===== config.mk =====
export PLATFORM = sky130hd
export DESIGN_NAME = swts_ctrl
export DESIGN_NICKNAME = d
export VERILOG_FILES = /design/src/rtl/swts_pkg.sv /design/src/rtl/swts_ctrl.sv
export SDC_FILE = /design/constraint.sdc
export NUM_CORES = 1
export LEC_CHECK = 0
export ABC_AREA = 1
export BUFFER_PORTS_ARGS = -buffer_cell sky130_fd_sc_hd__buf_4
export CORE_ASPECT_RATIO = 0.6
export CORE_MARGIN = 3
export CORE_UTILIZATION = 45
export DETAILED_ROUTE_END_ITERATION = 12
export MAX_ROUTING_LAYER = met4
export PLACE_DENSITY = 0.72
export SKIP_CTS_REPAIR_TIMING = 1
export SLEW_MARGIN = 20
export SYNTH_ARGS = -nofsm -noshare
export SYNTH_HDL_FRONTEND = slang
export SYNTH_SLANG_ARGS = --single-unit

===== constraint.sdc =====
create_clock -name clk -period 9.6 [get_ports clk]
set_input_delay 0.48 -clock clk [delete_from_list [all_inputs] [get_ports clk]]
set_output_delay 0.48 -clock clk [all_outputs]
set_load 0.1 [all_outputs]

===== src/rtl/swts_pkg.sv =====
// swts_pkg: shared types, codes and the word normalizing function
// for the sorted word table search block; depends on nothing
`timescale 1ns / 1ps

package swts_pkg;

  // word layout: 15 characters, character 0 in the top byte
  localparam int WORD_CHARS  = 15;
  localparam int WORD_BITS   = 8 * WORD_CHARS;
  localparam int HEAD_BITS   = 64;
  localparam int TAIL_BITS   = 56;
  localparam int OUT_COUNT_W = 13;

  typedef logic [WORD_BITS-1:0] word_t;
  typedef logic [HEAD_BITS-1:0] head_t;
  typedef logic [TAIL_BITS-1:0] tail_t;
  typedef logic [OUT_COUNT_W-1:0] out_count_t;

  // action codes of an input beat
  typedef enum logic [1:0] {
    ACT_APPEND = 2'd0,
    ACT_LOOKUP = 2'd1,
    ACT_CLEAR  = 2'd2
  } action_t;

  // status codes of a result beat
  localparam logic STATUS_DONE = 1'b0;
  localparam logic STATUS_FULL = 1'b1;

  // cut a word at its first zero byte; bytes after it read as zero
  function automatic word_t norm_word(head_t head, tail_t tail);
    word_t raw;
    word_t res;
    logic  alive;
    raw   = {head, tail};
    res   = '0;
    alive = 1'b1;
    for (int i = 0; i < WORD_CHARS; i++) begin
      if (raw[WORD_BITS-1-8*i -: 8] == 8'd0) alive = 1'b0;
      if (alive) res[WORD_BITS-1-8*i -: 8] = raw[WORD_BITS-1-8*i -: 8];
    end
    return res;
  endfunction

endpackage


===== src/rtl/swts_ctrl.sv =====
// swts_ctrl: command sequencer, word count and binary search over the store
// depends on swts_pkg; drives the ports of swts_word_mem
`timescale 1ns / 1ps

module swts_ctrl #(
  parameter int MAX_WORDS = 4096,
  localparam int AW = $clog2(MAX_WORDS),
  localparam int CW = $clog2(MAX_WORDS + 1)
) (
  input  logic                 clk,
  input  logic                 rst_n,
  input  logic                 start,
  output logic                 busy,
  input  logic [1:0]           action,
  input  swts_pkg::word_t      word,
  output logic                 mem_wr_en,
  output logic [AW-1:0]        mem_wr_addr,
  output swts_pkg::word_t      mem_wr_data,
  output logic [AW-1:0]        mem_rd_addr,
  input  swts_pkg::word_t      mem_rd_data,
  output logic                 res_valid,
  output logic                 res_found,
  output logic                 res_status,
  output swts_pkg::out_count_t res_count
);
  import swts_pkg::*;

  typedef enum logic [2:0] {
    ST_IDLE = 3'b001,
    ST_EXEC = 3'b010,
    ST_CMP  = 3'b100
  } state_t;

  localparam logic [CW-1:0] FULL_COUNT = CW'(MAX_WORDS);

  state_t        state_r, state_nxt;
  logic [1:0]    act_r, act_nxt;
  word_t         word_r, word_nxt;
  logic [CW-1:0] count_r, count_nxt;
  logic [CW-1:0] lo_r, lo_nxt;
  logic [CW-1:0] hi_r, hi_nxt;
  logic [CW-1:0] mid_r, mid_nxt;
  logic          valid_r, valid_nxt;
  logic          found_r, found_nxt;
  logic          status_r, status_nxt;
  out_count_t    ocount_r, ocount_nxt;

  // candidate midpoints for both halves, ready before the compare settles
  logic [CW-1:0] lo_up;
  logic [CW-1:0] mid_lower;
  logic [CW-1:0] mid_upper;
  logic          more_lower;
  logic          more_upper;
  logic          word_lt;
  logic          word_eq;

  assign lo_up      = mid_r + CW'(1);
  assign mid_lower  = lo_r + ((mid_r - lo_r) >> 1);
  assign mid_upper  = lo_up + ((hi_r - lo_up) >> 1);
  assign more_lower = (lo_r < mid_r);
  assign more_upper = (lo_up < hi_r);
  assign word_lt    = (word_r < mem_rd_data);
  assign word_eq    = (word_r == mem_rd_data);

  assign busy = (state_r != ST_IDLE);

  // next state and datapath
  always_comb begin
    state_nxt   = state_r;
    act_nxt     = act_r;
    word_nxt    = word_r;
    count_nxt   = count_r;
    lo_nxt      = lo_r;
    hi_nxt      = hi_r;
    mid_nxt     = mid_r;
    valid_nxt   = 1'b0;
    found_nxt   = found_r;
    status_nxt  = status_r;
    ocount_nxt  = ocount_r;
    mem_wr_en   = 1'b0;
    mem_wr_addr = count_r[AW-1:0];
    mem_wr_data = word_r;
    mem_rd_addr = mid_r[AW-1:0];
    case (state_r)
      ST_IDLE: begin
        if (start) begin
          act_nxt   = action;
          word_nxt  = word;
          state_nxt = ST_EXEC;
        end
      end
      ST_EXEC: begin
        found_nxt  = 1'b0;
        status_nxt = STATUS_DONE;
        case (act_r)
          ACT_APPEND: begin
            if (count_r == FULL_COUNT) begin
              status_nxt = STATUS_FULL;
            end else begin
              mem_wr_en = 1'b1;
              count_nxt = count_r + CW'(1);
            end
          end
          ACT_LOOKUP: begin
            lo_nxt      = '0;
            hi_nxt      = count_r;
            mid_nxt     = count_r >> 1;
            mem_rd_addr = mid_nxt[AW-1:0];
          end
          ACT_CLEAR: begin
            count_nxt = '0;
          end
          default: begin
          end
        endcase
        if (act_r == ACT_LOOKUP && count_r != '0) begin
          state_nxt = ST_CMP;
        end else begin
          valid_nxt  = 1'b1;
          ocount_nxt = OUT_COUNT_W'(count_nxt);
          state_nxt  = ST_IDLE;
        end
      end
      ST_CMP: begin
        if (word_eq) begin
          found_nxt  = 1'b1;
          valid_nxt  = 1'b1;
          ocount_nxt = OUT_COUNT_W'(count_r);
          state_nxt  = ST_IDLE;
        end else if (word_lt) begin
          hi_nxt      = mid_r;
          mid_nxt     = mid_lower;
          mem_rd_addr = mid_lower[AW-1:0];
          if (!more_lower) begin
            valid_nxt  = 1'b1;
            ocount_nxt = OUT_COUNT_W'(count_r);
            state_nxt  = ST_IDLE;
          end
        end else begin
          lo_nxt      = lo_up;
          mid_nxt     = mid_upper;
          mem_rd_addr = mid_upper[AW-1:0];
          if (!more_upper) begin
            valid_nxt  = 1'b1;
            ocount_nxt = OUT_COUNT_W'(count_r);
            state_nxt  = ST_IDLE;
          end
        end
      end
      default: begin
        state_nxt = ST_IDLE;
      end
    endcase
  end

  // control state
  always_ff @(posedge clk) begin
    if (!rst_n) begin
      state_r <= ST_IDLE;
      count_r <= '0;
      valid_r <= 1'b0;
    end else begin
      state_r <= state_nxt;
      count_r <= count_nxt;
      valid_r <= valid_nxt;
    end
  end

  // payload and search bounds
  always_ff @(posedge clk) begin
    act_r    <= act_nxt;
    word_r   <= word_nxt;
    lo_r     <= lo_nxt;
    hi_r     <= hi_nxt;
    mid_r    <= mid_nxt;
    found_r  <= found_nxt;
    status_r <= status_nxt;
    ocount_r <= ocount_nxt;
  end

  assign res_valid  = valid_r;
  assign res_found  = found_r;
  assign res_status = status_r;
  assign res_count  = ocount_r;

endmodule


==> impl_metrics.env, run 1 <==
export IMPL_hp_class="in -> reg"
export IMPL_yosysWarnings=0
export IMPL_switchingPower_mw=0.9072
export IMPL_rsz0062_at_grt="no"
export IMPL_first_global_vias=11540
export IMPL_syn_avg_cell_area_um2=8.925
export IMPL_synth_seq_cells=193
export IMPL_dpl_cell_area_mm2=0.01645
export IMPL_cts_tree="done"
export IMPL_slew_violations=0
export IMPL_critical_path_arrival_ps=5110
export IMPL_finalCritPeriodShare=0.5825
export IMPL_p_clk_frac=0.297
export IMPL_gp_congestion=0.9917
export IMPL_tightestPinTransition_ps=1109
export IMPL_fin_cells=2242
export IMPL_comb_power_share=0.296
export IMPL_timing_rr_start="mid_r[1]$_DFFE_PP_"
export IMPL_fin_tns_setup_ps=0
export IMPL_cts_sinks=193
export IMPL_holdWs_ps=195.6
export IMPL_drc=0
export IMPL_drive_above_1_share=0.2599
export IMPL_clockRootBuffer="clkbuf_16"
export IMPL_syn_nets=1877
export IMPL_timing_final_crit_period_ps=5592
export IMPL_grt_pass1_wl_um=71130
export IMPL_totalWireLength_um=48730
export IMPL_coreArea_mm2=0.02805
export IMPL_syn_inst=1461
export IMPL_finalNetCount=2277
export IMPL_rows=47
export IMPL_grt_usage=0.3198
export IMPL_dr_pass1_iters=5
export IMPL_die_h_um=137.9
export IMPL_clk_pin_slew_ps=80
export IMPL_design_area_mm2=0.01703
export IMPL_initial_core_util=0.4649
export IMPL_fin_skew_ps=10.18
export IMPL_dr_total_vias=12180
export IMPL_setup_worst_path_start="mid_r[1]$_DFFE_PP_"
export IMPL_p_per_area_mw_per_mm2=145.6
export IMPL_clk_latency_ps=450
export IMPL_ys_flop_type="edfxtp_1"
export IMPL_setup_viol=0
export IMPL_synth_area_mm2=0.01304
export IMPL_peakVddDrop_mv=0.09477
export IMPL_min_path_cells=1
export IMPL_wl_per_cell_um=21.73
export IMPL_ys_types=47
export IMPL_drt_iter0_drc=1326
export IMPL_max_cap_violations=0
export IMPL_p_sw_frac=0.3659
export IMPL_p_int_mw=1.572
export IMPL_whs_endpoint="mem_wr_data[22]$_DFFE_PP_"
export IMPL_post_place_cells=2209
export IMPL_antenna_found_initial=0
export IMPL_ant_nets=0
export IMPL_seq_area_frac_synth=0.4314
export IMPL_hold_viol=0
export IMPL_area_growth_pct=30.60
export IMPL_seqPwrFrac=0.407
export IMPL_ios=407
export IMPL_fmax_mhz=178.8
export IMPL_htreeDepth=4
export IMPL_leakage_nw=8.311
export IMPL_port_buffers=406
export IMPL_cts_made_buffers=17
export IMPL_cp_max_fo=9
export IMPL_grt_overflow_total=0
export IMPL_start_kind="flop"
export IMPL_end_kind="primary output"
export IMPL_critPathKind="reg -> out"
export IMPL_synth_edf_count=176
export IMPL_ff2ff_setup_slack_ps=5020
export IMPL_die_area_mm2=0.03112
export IMPL_clockBufferDepth=2
export IMPL_dp_hpwl_um=40430
export IMPL_status="finished, final reports clean"
export IMPL_hold_start="word[22]"
export IMPL_chipWidth_um=225.8
export IMPL_worstPathRequired_ps=9120
export IMPL_r2r_end="mid_r[12]$_SDFFCE_PN0P_"
export IMPL_slew_headroom=0.2560
export IMPL_vias_per_cell=5.431
export IMPL_power_mw=2.479
export IMPL_ff2ff_path_depth=19
export IMPL_grt_max_degree=73
export IMPL_async_flop_share=0
-- metrics by stage --
step                        util  setup WS, ps
after floorplan                -          2357
after global placement    0.5863          4603
after detailed placement  0.5863          4580
after CTS                 0.6070          4045
after global routing      0.6070          3592
final                     0.6071          4008
-- cells in the mapped netlist, types with 7 or more instances --
library cell  count  area share
inv_1           262       0.075
a22oi_1           9      0.0052
dfxtp_1          17       0.026
nand3_2           9      0.0069
a21oi_1         120       0.046
o21ai_0          94       0.036
nand2_1         224       0.064
a31oi_1           7      0.0034
xor2_1           28       0.019
o21bai_1          7      0.0040
edfxtp_1        176        0.41
nand2_2           9      0.0043
nor3_1           26       0.010
xnor2_1           8      0.0054
buf_4            14      0.0081
o211ai_1          8      0.0046
ha_1            167        0.16
nand4_1          27       0.013
nand3_1          72       0.028
clkbuf_1         17      0.0049
nor2_1           81       0.023
-- cell usage in the layout, fill, tap and decap left out, drive strengths merged, types with 8 or more instances in the layout --
master,count
inv,268
buf,416
clkinv,9
o211ai,8
nor3,28
dfxtp,17
ha,167
a22oi,9
o21ai,101
nand2,236
xnor2,8
nand3,81
xor2,28
nor2,86
a21oi,121
clkbuf,19
edfxtp,176
nand4,27
-- critical path, stage by stage (launching register included) --
cell      delay (ps)
edfxtp_1         640
ha_1             300
nand2_1           60
nor2_1           120
xor2_1           310
ha_1             330
inv_1             90
nor2_1            50
nand3_1           90
nand3_1          150
nand2_1          140
nand2_1           90
nand2_4           90
nand2_1           50
a21oi_1          210
xnor2_1          170
ha_1             320
a21oi_1          290
nor2_1            70
a211oi_1         270
a21oi_1          110
nand3b_1         190
nand3_1          120
nand3b_1         120
buf_4            260
-- registers in the layout, indices dropped and copies added (netlist names) --
name and count:
mem_wr_data 120, count_r 13, hi_r 13, lo_r 13, mid_r 13, res_count 13
state_r 3, act_r 2, res_found 1, res_status 1, res_valid 1
-- power groups by stage --
stage,clock [mW],sequential [mW],combinational (mW)
floorplan,0,1.30,0.236
global placement,0,1.03,0.719
detailed placement,0,1.03,0.729
CTS,0.744,1.01,0.732
global route,0.777,1.01,0.781
finish,0.735,1.01,0.734
-- layout make-up --
type | count | area (um2)
antenna | 1 | 2.502
clock buffer | 19 | 442.9
clock inverter | 13 | 137.6
fill | 2455 | 11020
inverter | 267 | 1002
multi-input combinational | 966 | 6237
sequential | 193 | 5625
tap | 367 | 459.2
timing repair buffer | 416 | 3123
-- cell families after synthesis --
family | count (synthesis) | share of synthesized area
compound gates | 283 | 0.1214
xor+xnor | 36 | 0.02418
fa+ha+maj | 171 | 0.1664
buf+inv | 302 | 0.09125
flops | 193 | 0.4314
simple gates | 476 | 0.1654
-- how the worst max path moves through the flow --
stage / end / depth (start not counted) / slack [ps]
floorplan: act_r[0]$_DFFE_PP_ / 3 / 2360
global placement: mem_rd_addr[4] / 15 / 4600
detailed placement: mem_rd_addr[11] / 24 / 4580
CTS: mem_rd_addr[11] / 24 / 4050
global route: mem_rd_addr[11] / 26 / 3590
finish: mem_rd_addr[11] / 24 / 4010
-- layer usage --
layer | wire length (um) | GRT usage | share of wire
met4 | 867 | 0.07402 | 0.018
met3 | 5102 | 0.09329 | 0.10
met5 | 0 | - | 0
met1 | 21970 | 0.4382 | 0.45
met2 | 20790 | 0.4701 | 0.43
No activity file was read; power rests on OpenSTA's default activity.
==> run 2: changes to the inputs <==
- PLACE_DENSITY: 0.72 -> 0.74
- clock period: 9.6 -> 5.1 ns (I/O delays scaled with it)
==> impl_metrics.env, run 2 (same netlist as run 1, synthesis figures left out) <==
export IMPL_status="finished, final reports clean"
export IMPL_p_per_area_mw_per_mm2=260.7
export IMPL_fin_cells=2378
export IMPL_end_kind="primary output"
export IMPL_finalCritPeriodShare=0.9626
export IMPL_critPathKind="reg -> out"
export IMPL_fmax_mhz=203.7
export IMPL_ant_nets=0
export IMPL_slew_violations=0
export IMPL_dp_hpwl_um=40300
export IMPL_final_cell_mix="423 x buf_4, 262 x inv_1, 223 x nand2_1"
export IMPL_ios=407
export IMPL_start_kind="flop"
export IMPL_hold_start="rst_n"
export IMPL_whs_endpoint="state_r[0]$_SDFFE_PN1P_"
export IMPL_p_sw_frac=0.3801
export IMPL_min_path_cells=2
export IMPL_totalWireLength_um=51920
export IMPL_gp_congestion=1.019
export IMPL_drc=0
export IMPL_timing_rr_start="mid_r[0]$_DFFE_PP_"
export IMPL_post_place_cells=2209
export IMPL_first_global_vias=11570
export IMPL_antenna_found_initial=1
export IMPL_cts_made_buffers=17
export IMPL_clk_latency_ps=470
export IMPL_area_growth_pct=42.09
export IMPL_critical_path_arrival_ps=4650
export IMPL_finalNetCount=2409
export IMPL_drt_iter0_drc=1607
export IMPL_ff2ff_setup_slack_ps=770
export IMPL_die_area_mm2=0.03112
export IMPL_p_int_mw=2.994
export IMPL_vias_per_cell=5.556
export IMPL_cts_tree="done"
export IMPL_design_area_mm2=0.01853
export IMPL_r2r_end="mid_r[12]$_SDFFCE_PN0P_"
export IMPL_clockRootBuffer="clkbuf_16"
export IMPL_clk_pin_slew_ps=90
export IMPL_clockBufferDepth=2
export IMPL_cts_sinks=193
export IMPL_largest_reg_flops=120
export IMPL_die_h_um=137.9
export IMPL_p_clk_frac=0.294
export IMPL_cp_max_fo=8
export IMPL_utilization=0.6606
export IMPL_comb_power_share=0.312
export IMPL_dr_total_vias=13210
export IMPL_rows=47
export IMPL_ff2ff_path_depth=23
export IMPL_fillCellCount=2168
export IMPL_worstPathRequired_ps=4850
export IMPL_timing_final_crit_period_ps=4909
export IMPL_hold_viol=0
export IMPL_grt_max_degree=122
export IMPL_setup_viol=0
export IMPL_seqPwrFrac=0.394
export IMPL_wl_per_cell_um=21.83
export IMPL_fin_skew_ps=16.50
export IMPL_hp_class="in -> reg"
export IMPL_max_cap_violations=0
export IMPL_peakVddDrop_mv=0.2444
export IMPL_final_common_cell="buf_4"
export IMPL_slew_headroom=0.2133
export IMPL_grt_overflow_total=0
export IMPL_dr_pass1_iters=6
export IMPL_chipWidth_um=225.8
export IMPL_htreeDepth=4
export IMPL_coreArea_mm2=0.02805
export IMPL_grt_pass1_wl_um=70210
export IMPL_dpl_cell_area_mm2=0.01646
export IMPL_grt_usage=0.3167
export IMPL_switchingPower_mw=1.836
export IMPL_port_buffers=406
export IMPL_initial_core_util=0.4649
export IMPL_drive_above_1_share=0.2592
export IMPL_tightestPinTransition_ps=1176
export IMPL_leakage_nw=8.903
==> run 2: cell count changes in the layout (fill, tap and decap cells not counted), sizes merged <==
cell / before / now
bufinv: 2 / 1
dlygate4sd3: 0 / 122
buf: 416 / 426
clkinv: 9 / 2
clkinvlp: 1 / 3
diode: 1 / 5
inv: 268 / 276
clkbuf: 19 / 17
==> run 2: worst max-delay path by stage <==
stage | from | slack [ps] | to | cells after the start
2_1_floorplan | mid_r[1]$_DFFE_PP_ | 380 | mem_rd_addr[7] | 21
3_3_place_gp | mid_r[0]$_DFFE_PP_ | 450 | mem_rd_addr[10] | 22
3_5_place_dp | mid_r[0]$_DFFE_PP_ | 390 | mem_rd_addr[10] | 21
4_1_cts | mid_r[0]$_DFFE_PP_ | -130 | mem_rd_addr[11] | 26
5_1_grt | mid_r[0]$_DFFE_PP_ | -40 | mem_rd_addr[10] | 21
6_report | mid_r[0]$_DFFE_PP_ | 190 | mem_rd_addr[6] | 17
==> run 2: metal layers <==
metal / vias up / routed length [um] / track usage / part of all wire
met3: 128 / 5526 / 0.09202 / 0.11
li1: 6058 / - / - / -
met5: - / 0 / - / 0
met1: 6253 / 21600 / 0.4224 / 0.42
met2: 772 / 23000 / 0.4613 / 0.44
met4: 0 / 1788 / 0.1135 / 0.034
==> run 2: stage by stage <==
stage | setup slack [ps] | TNS (ps) | power [mW] | hold WS, ps
after global placement | 447.5 | 0 | 3.286 | 433.3
after detailed placement | 390.8 | 0 | 3.314 | 434.3
after CTS | -133.4 | -263.4 | 4.711 | -57.16
after floorplan | 377.6 | 0 | 2.875 | 353.9
final | 190.8 | 0 | 4.830 | 101.7
after global routing | -38.02 | -73.81 | 4.986 | 90.77
==> run 2: power groups by stage <==
stage | clock network (mW) | logic [mW] | registers, mW
2_1_floorplan | 0 | 0.445 | 2.43
3_3_place_gp | 0 | 1.36 | 1.93
3_5_place_dp | 0 | 1.38 | 1.93
4_1_cts | 1.43 | 1.39 | 1.90
5_1_grt | 1.49 | 1.59 | 1.91
6_report | 1.42 | 1.51 | 1.90
==> run 2: final cells by class <==
type | instances | area, um2 | share of cell area
antenna | 5 | 12.51 | 0.0006753
clock buffer | 17 | 425.4 | 0.02296
clock inverter | 15 | 166.4 | 0.008981
inverter | 267 | 1002 | 0.05409
multi-input combinational | 966 | 6381 | 0.3444
sequential | 193 | 5625 | 0.3036
tap | 367 | 459.2 | 0.02478
timing repair buffer | 548 | 4457 | 0.2405
==> run 2: worst max-delay path: stages, from the launching register on <==
cell and delay [ps]:
edfxtp_1 580, inv_2 170, ha_1 160, inv_1 60, fa_1 400, a221o_1 380
xor2_1 200, ha_1 310, a21oi_1 150, and2_1 230, nor2_1 60, o21ai_0 160
nand2_1 80, xnor2_1 120, o21ai_0 370, nand2_1 90, a22oi_1 300, buf_4 360
==> run 3: changes to the inputs <==
- ABC_AREA: 1 -> 0
- CORE_UTILIZATION: 45 -> 50
- PLACE_DENSITY: 0.74 -> 0.79
- clock period: 5.1 -> 6 ns (I/O delays scaled with it)
==> impl_metrics.env, run 3 <==
export IMPL_status="finished, final reports clean"
export IMPL_area_growth_pct=32.33
export IMPL_drc=0
export IMPL_multi_input_area_mm2=0.006472
export IMPL_syn_inst=1298
export IMPL_port_buffers=406
export IMPL_synth_most_common_cell="edfxtp_1"
export IMPL_synth_area_mm2=0.01290
export IMPL_setup_slack_ps=237.6
export IMPL_yosys_top_cells_area="edfxtp_1 41%, ha_1 16%, inv_1 4.9%"
export IMPL_end_kind="primary output"
export IMPL_timing_rr_start="mem_wr_data[41]$_DFFE_PP_"
export IMPL_syn_avg_cell_area_um2=9.938
export IMPL_critical_path_arrival_ps=5460
export IMPL_hold_start="word[66]"
export IMPL_tightestPinTransition_ps=1039
export IMPL_yosysWarnings=0
export IMPL_route_met2_wl_um=19890
export IMPL_start_kind="flop"
export IMPL_coreArea_mm2=0.02477
export IMPL_dr_total_vias=11780
export IMPL_routed_top_layer="met4"
export IMPL_wl_per_cell_um=22.08
export IMPL_slew_headroom=0.3048
export IMPL_pre_cts_slack_ps=368.0
export IMPL_gp_congestion=0.9543
export IMPL_peakVddDrop_mv=0.2474
export IMPL_initial_core_util=0.5207
export IMPL_totalWireLength_um=45110
export IMPL_fillCellCount=1918
export IMPL_chipWidth_um=213.4
export IMPL_rows=44
export IMPL_cts_made_buffers=17
export IMPL_first_global_vias=11360
export IMPL_drive_above_1_share=0.2767
export IMPL_timing_final_crit_period_ps=5762
export IMPL_dp_hpwl_um=36300
export IMPL_async_flop_share=0
export IMPL_synth_top_area_frac=0.4097
export IMPL_largest_reg_flops=120
export IMPL_ys_flop_type="edfxtp_1"
export IMPL_fin_skew_ps=11.19
export IMPL_vias_per_cell=5.765
export IMPL_setup_worst_path_start="mid_r[0]$_DFFE_PP_"
export IMPL_utilization=0.6890
export IMPL_ant_nets=0
export IMPL_htreeDepth=4
export IMPL_p_per_area_mw_per_mm2=226.7
export IMPL_dr_pass1_iters=7
export IMPL_clk_pin_slew_ps=70
export IMPL_grt_pass1_wl_um=66780
export IMPL_clockRootBuffer="clkbuf_16"
export IMPL_clk_latency_ps=460
export IMPL_yosysTopAreaCell="edfxtp_1"
export IMPL_synth_seq_cells=193
export IMPL_final_common_cell="buf_4"
export IMPL_regArea_mm2=0.005625
export IMPL_die_h_um=130.4
export IMPL_worstPathRequired_ps=5700
export IMPL_syn_nets=1714
export IMPL_ios=407
export IMPL_finalCritPeriodShare=0.9604
export IMPL_leakage_nw=8.001
export IMPL_finalNetCount=2124
export IMPL_cp_max_fo=6
export IMPL_critPathKind="reg -> out"
export IMPL_drt_iter0_drc=1252
export IMPL_die_area_mm2=0.02783
export IMPL_wl_met3_um=4393
export IMPL_clockBufferDepth=2
export IMPL_hp_class="in -> reg"
export IMPL_drt_met1_wl_um=19820
export IMPL_grt_max_degree=70
export IMPL_final_cell_mix="420 x buf_4, 176 x edfxtp_1, 170 x inv_1"
export IMPL_cts_tree="done"
export IMPL_grt_usage=0.3317
export IMPL_seq_area_frac_synth=0.4361
export IMPL_cts_sinks=193
export IMPL_synth_edf_count=176
export IMPL_ys_types=69
export IMPL_antenna_found_initial=1
export IMPL_setup_viol=0
export IMPL_fmax_mhz=173.5
export IMPL_hold_viol=0
export IMPL_synth_common_cells="176 x edfxtp_1, 170 x inv_1, 167 x ha_1, 111 x nand2_1, 90 x nor2_1"
export IMPL_max_cap_violations=0
export IMPL_grt_overflow_total=0
export IMPL_slew_violations=0
-- run 3: where the power goes --
part           total [mW]  switching, mW  internal [mW]
clock                1.24          0.542          0.703
sequential           1.58         0.0456           1.54
combinational        1.04          0.716          0.325
total                3.87           1.30           2.57
-- run 3: area by class of cell --
cell class	count	area share
Antenna cell	1	0.0001466
Sequential cell	193	0.3295
Clock buffer	20	0.02558
Tap cell	322	0.02360
Clock inverter	11	0.01055
Timing Repair Buffer	434	0.1938
Inverter	171	0.03760
Multi-Input combinational cell	891	0.3792
-- run 3: final timing paths --
check / end / slack, ps / depth (start not counted)
setup reg to reg: res_count[7]$_DFFE_PP_ / 890 / 14
setup / recovery: mem_rd_addr[11] / 240 / 20
hold reg to reg: count_r[7]$_SDFFE_PN0P_ / 610 / 2
hold / removal: mem_wr_data[66]$_DFFE_PP_ / 9 / 1
-- run 3: kinds of logic (layout without fill, tap and decap cells) --
kind of cell,Yosys count,count (layout),share of synthesized area
multiplexers,4,4,0.003104
buffers and inverters,214,636,0.06683
adder cells (fa/ha/maj),180,180,0.1756
other,0,1,0
AND/OR/NAND/NOR,353,353,0.1304
flip-flops,193,193,0.4361
XOR/XNOR,57,57,0.04142
AO/OA/AOI/OAI,297,297,0.1467
-- run 3: stage by stage --
step / cell area, um2 / instances / hold WS, ps / TNS [ps] / power [mW]
final: 17070 / 2043 / 9.471 / 0 / 3.870
after global routing: 17070 / 2043 / 0.5405 / -53.87 / 3.991
after CTS: 16830 / 2024 / -5.522 / -276.6 / 3.861
after detailed placement: 16210 / 1993 / 479.3 / 0 / 2.626
after global placement: 16210 / 1993 / 478.3 / 0 / 2.608
after floorplan: 12900 / 1298 / 398.9 / 0 / 2.288
-- run 3: worst max-delay path, cell delays in order, from the launching register on --
cell      delay (ps)
edfxtp_1         470
buf_4            180
ha_1             220
xnor2_2          160
ha_1             370
nand2b_1         120
a21oi_1          110
a211oi_4         300
nand2_2          130
maj3_1           370
maj3_2           320
maj3_2           320
a31o_1           240
a21o_1           190
a21oi_2          150
xnor2_1          150
ha_1             300
or3_1            400
a21o_1           190
nand2_1          120
buf_12           200
-- run 3: layer usage --
layer / up-vias / track usage
li1: 5479 / -
met3: 71 / 0.08065
met4: 0 / 0.09278
met2: 613 / 0.4968
met1: 5614 / 0.4533
met5: - / -
